`src/sv/med_predictive_residual_codec_core_macros.svh`:
```
// Assertion macros for the MED predictive residual codec.
`ifndef MED_PREDICTIVE_RESIDUAL_CODEC_CORE_MACROS_SVH
`define MED_PREDICTIVE_RESIDUAL_CODEC_CORE_MACROS_SVH
`ifndef SYNTHESIS
// same-cycle implication
`define MPRC_ASSERT_NOW(lbl, ante, cons, msg) \
	lbl: assert property (@(posedge clk) disable iff (!arst_n) (ante) |-> (cons)) \
		else $error(msg);
// next-cycle implication
`define MPRC_ASSERT_NEXT(lbl, ante, cons, msg) \
	lbl: assert property (@(posedge clk) disable iff (!arst_n) (ante) |=> (cons)) \
		else $error(msg);
`else
`define MPRC_ASSERT_NOW(lbl, ante, cons, msg)
`define MPRC_ASSERT_NEXT(lbl, ante, cons, msg)
`endif
`endif

```
`src/sv/mprc_pkg.sv`:
```
// Shared types and constants of the MED predictive residual codec.
`default_nettype none
package mprc_pkg;

	localparam int MAX_WIDTH = 4096;
	localparam int COL_W     = $clog2(MAX_WIDTH);
	localparam int WIDTH_W   = COL_W + 1;
	localparam int HEIGHT_W  = 16;
	localparam int PIX_W     = 8;
	localparam int SAMPLE_W  = 9;
	localparam int CFG_IDX_W = 2;
	localparam int CFG_DAT_W = 16;

	localparam logic [WIDTH_W-1:0]  WIDTH_RESET  = WIDTH_W'(256);
	localparam logic [HEIGHT_W-1:0] HEIGHT_RESET = HEIGHT_W'(256);

	typedef enum logic [CFG_IDX_W-1:0] {
		CFG_DECODE_MODE  = 2'd0,
		CFG_IMAGE_WIDTH  = 2'd1,
		CFG_IMAGE_HEIGHT = 2'd2
	} cfg_idx_t;

	// left, upper and upper-left neighbours, already zeroed at the borders
	typedef struct packed {
		logic [PIX_W-1:0] a;
		logic [PIX_W-1:0] b;
		logic [PIX_W-1:0] c;
	} nbr_t;

endpackage
`default_nettype wire

```
`src/sv/mprc_pixel_calc.sv`:
```
// MED prediction plus encode/decode arithmetic for one pixel.
`default_nettype none
module mprc_pixel_calc import mprc_pkg::*; (
	input  wire  nbr_t                    nbr,
	input  wire  logic signed [SAMPLE_W-1:0] sample,
	input  wire  logic                    decode,
	output logic              [PIX_W-1:0] pixel,
	output logic signed [SAMPLE_W-1:0]    result
);

	logic [PIX_W-1:0]         hi, lo, pred;
	logic [PIX_W+1:0]         grad;
	logic signed [PIX_W+2:0]  sum;
	logic [PIX_W-1:0]         enc_pix;
	logic signed [SAMPLE_W:0] resid;

	always_comb begin
		hi   = (nbr.a > nbr.b) ? nbr.a : nbr.b;
		lo   = (nbr.a > nbr.b) ? nbr.b : nbr.a;
		grad = {2'b00, nbr.a} + {2'b00, nbr.b} - {2'b00, nbr.c};
		priority if (nbr.c >= hi) begin
			pred = lo;
		end else if (nbr.c <= lo) begin
			pred = hi;
		end else begin
			// c strictly between a and b keeps the gradient in 0..255
			pred = grad[PIX_W-1:0];
		end

		sum = $signed({3'b000, pred}) + (PIX_W+3)'(sample);
		enc_pix = sample[SAMPLE_W-1] ? '0 : sample[PIX_W-1:0];
		// both operands lie in 0..255, so the residual never leaves +-255
		resid = $signed({2'b00, enc_pix}) - $signed({2'b00, pred});

		if (decode) begin
			priority if (sum < 0) begin
				pixel = '0;
			end else if (sum > (PIX_W+3)'(255)) begin
				pixel = '1;
			end else begin
				pixel = sum[PIX_W-1:0];
			end
			result = $signed({1'b0, pixel});
		end else begin
			pixel  = enc_pix;
			result = resid[SAMPLE_W-1:0];
		end
	end

endmodule
`default_nettype wire

```
`config.mk`:
```
export PLATFORM = sky130hd
export DESIGN_NAME = mprc_pixel_calc
export DESIGN_NICKNAME = d
export VERILOG_FILES = /design/src/sv/med_predictive_residual_codec_core_macros.svh /design/src/sv/mprc_pkg.sv /design/src/sv/mprc_pixel_calc.sv
export SDC_FILE = /design/constraint.sdc
export NUM_CORES = 1
export LEC_CHECK = 0
export BUFFER_PORTS_ARGS = -buffer_cell sky130_fd_sc_hd__clkbuf_2
export CAP_MARGIN = 20
export CORE_UTILIZATION = 60
export DETAILED_ROUTE_END_ITERATION = 12
export PLACE_DENSITY = 0.87
export SYNTH_ARGS = -nofsm -noshare
export SYNTH_HDL_FRONTEND = slang
export SYNTH_SLANG_ARGS = --single-unit
```
`constraint.sdc`:
```
create_clock -name vclk -period 13.15
set_input_delay 1.315 -clock vclk [all_inputs]
set_output_delay 1.315 -clock vclk [all_outputs]
set_load 0.03 [all_outputs]
```
==> results.ini <==
[run_status]
status = complete, no violations

[drt]
drtPass1Iterations = 4
drc = 0
via_per_inst = 5.92
ant_nets = 0
via_count = 2441
wirelength_um = 5790
drt-initial-drc-count = 117
routedWlPerCell_um = 14.1

[logic_synthesis]
yosys_warnings = 0
synth.top_cell.area_share_pct = 26.1
synthCells = 323
synth_top_area_cell = ha_1
synth_common_cells = 49 x ha_1, 41 x inv_1, 37 x a21oi_1, 30 x nor2_1
synth_compound_area_share_pct = 30.3
synth_top_family_by_area = adder cells
yosysMostFrequentCell = ha_1
synth_simple_gate_area_share_pct = 16.7
synth_xor_area_share_pct = 8.96
yosysSeqAreaShare_pct = 0
syn-num-nets = 415
synth_fa_ha_area_share_pct = 33.8
yosys-mux-area-fraction_pct = 1.12
synthTopCellsByArea = ha_1 26%, a21oi_1 7.9%, fa_1 7.7%, inv_1 6.6%, xnor2_1 4.9%
ys_types = 46
syn_area_per_cell_um2 = 7.27
syn_area_um2 = 2350

[floorplanning]
die_area_um2 = 4170
initial_utilization_pct = 63.2
coreArea_um2 = 3720
io_pins = 51
fp.dieH_um = 64.5
die_x_um = 64.5
rows = 22

[cells_and_area]
nFlopsAndLatches = 0
design_area_um2 = 2610
antenna-diode-count = 0
seq_area_um2 = 0
final_nets = 458
nClkBuffers = 0
nFillCells = 329
final_cell_count_no_fill = 412
area_growth_pct = 11.4
drive_gt1_share_pct = 18.1

[place]
dp_cells = 412
portBuffers = 51
place_congestion = 0.873
dp_hpwl_um = 4990
place_area_um2 = 2610

[worst_setup_path]
cp-end-kind = output pin
path_class = in -> out
cp.required_ns = 11.84
path_max_fanout = 24
cp-start-kind = input port
crit_arrival_ns = 7.37

[pwr]
seqPwrFrac_pct = 0
cellLeakagePower_nw = 1.37
power.internal_mw = 0.159
peakVddDrop_v = 0.0000531
p_switching_mw = 0.238
swShare_pct = 60.0
combinationalPowerShare_pct = 100.0
power.clock.fraction_pct = 0
power_density_nw_per_um2 = 152

[clock_tree]
hold_buffers = 0
cts_setup_buffers = 0
ctsResizeCount = 0

[sta]
maxSlewViolCount = 0
post-route-period-util_pct = 66.1
rsz0062_at_grt = false
totalNegativeSetupSlack_ns = 0
final_hold_viol_count = 0
timing.max_slew.rel_slack_pct = 45.4
setup_viol = 0
fin_crit_ns = 8.69
worst_slew_pin_slew_ns = 0.813
fmax_ghz = 0.115

[global_routing]
grt_pass1_vias = 2320
grt_max_degree = 25
grt_pass1_wl_um = 10200
antenna_found_initial = 0
grt_overflow_total = 0
grt_usage_pct = 29.7

[hold_path]
hp-class = in -> out

[flow_run]
cap_violations = 0

per-stage QoR:
step,hold WS [ns],setup slack (ns),util (%),total power [mW]
final,3.11,4.46,70.3,0.397
after global routing,3.13,3.98,70.3,0.441
after CTS,3.09,4.52,70.3,0.395
after detailed placement,3.09,4.55,70.3,0.393
after global placement,3.07,4.66,70.3,0.385
after floorplan,2.97,4.27,-,0.316
cell families after synthesis:
family,after synthesis
AO/OA/AOI/OAI,106
XOR/XNOR,24
adder cells (fa/ha/maj),58
buffers and inverters,52
multiplexers,2
AND/OR/NAND/NOR,81
path summary, 6_finish.rpt:
kind,startpoint,endpoint,slack (ns),cells past startpoint
min,decode,result[4],3.11,3
max,nbr[9],pixel[2],4.46,25
worst max-delay path: stages:
cell and delay (ns):
clkbuf_2 0.09, inv_1 0.16, ha_1 0.27, nor2b_1 0.13, o211ai_1 0.19, a21oi_1 0.12, o21ai_2 0.36, buf_4 0.32
nor2_1 0.06, a21oi_1 0.12, ha_1 0.26, a2111o_1 0.40, a21oi_1 0.14, a21oi_1 0.08, and2_4 0.21, mux2_2 0.39
a221oi_1 0.48, ha_1 0.33, a21oi_1 0.19, o311ai_1 0.18, o311a_1 0.33, o21ai_1 0.64, a21o_1 0.19, a21bo_2 0.23
clkbuf_2 0.18
power groups by stage:
| stage | logic (mW) | registers [mW] | clock network [mW] |
|---|---|---|---|
| final | 0.397 | 0 | 0 |
| after detailed placement | 0.393 | 0 | 0 |
| after global placement | 0.385 | 0 | 0 |
| after global routing | 0.441 | 0 | 0 |
| after floorplan | 0.316 | 0 | 0 |
| after CTS | 0.395 | 0 | 0 |
per-layer routing:
metal	vias up	track usage [%]	routed length, um
met5	-	0	0
met4	0	1.11	14
met2	65	57.8	2940
li1	1253	-	-
met3	2	0	181
met1	1121	38.2	2660
layout by cell type, fill, tap and decap left out, drive strengths merged, types with 3 or more instances in the layout:
| cell type | instances |
|---|---|
| a21bo | 3 |
| a21o | 10 |
| a21oi | 37 |
| a221o | 8 |
| a221oi | 8 |
| clkbuf | 51 |
| fa | 9 |
| ha | 49 |
| inv | 41 |
| nand2 | 12 |
| nand2b | 5 |
| nand3 | 5 |
| nor2 | 30 |
| nor2b | 10 |
| nor3 | 10 |
| o211ai | 4 |
| o21ai | 15 |
| o22ai | 7 |
| xnor2 | 13 |
| xor2 | 11 |
layout make-up:
class	count	area, um^2	share of cell area (%)
Timing Repair Buffer	52	263	10.1
Multi-Input combinational cell	271	2140	81.8
Tap cell	48	60.1	2.30
Inverter	41	154	5.89
No activity file was read; power rests on OpenSTA's default activity.
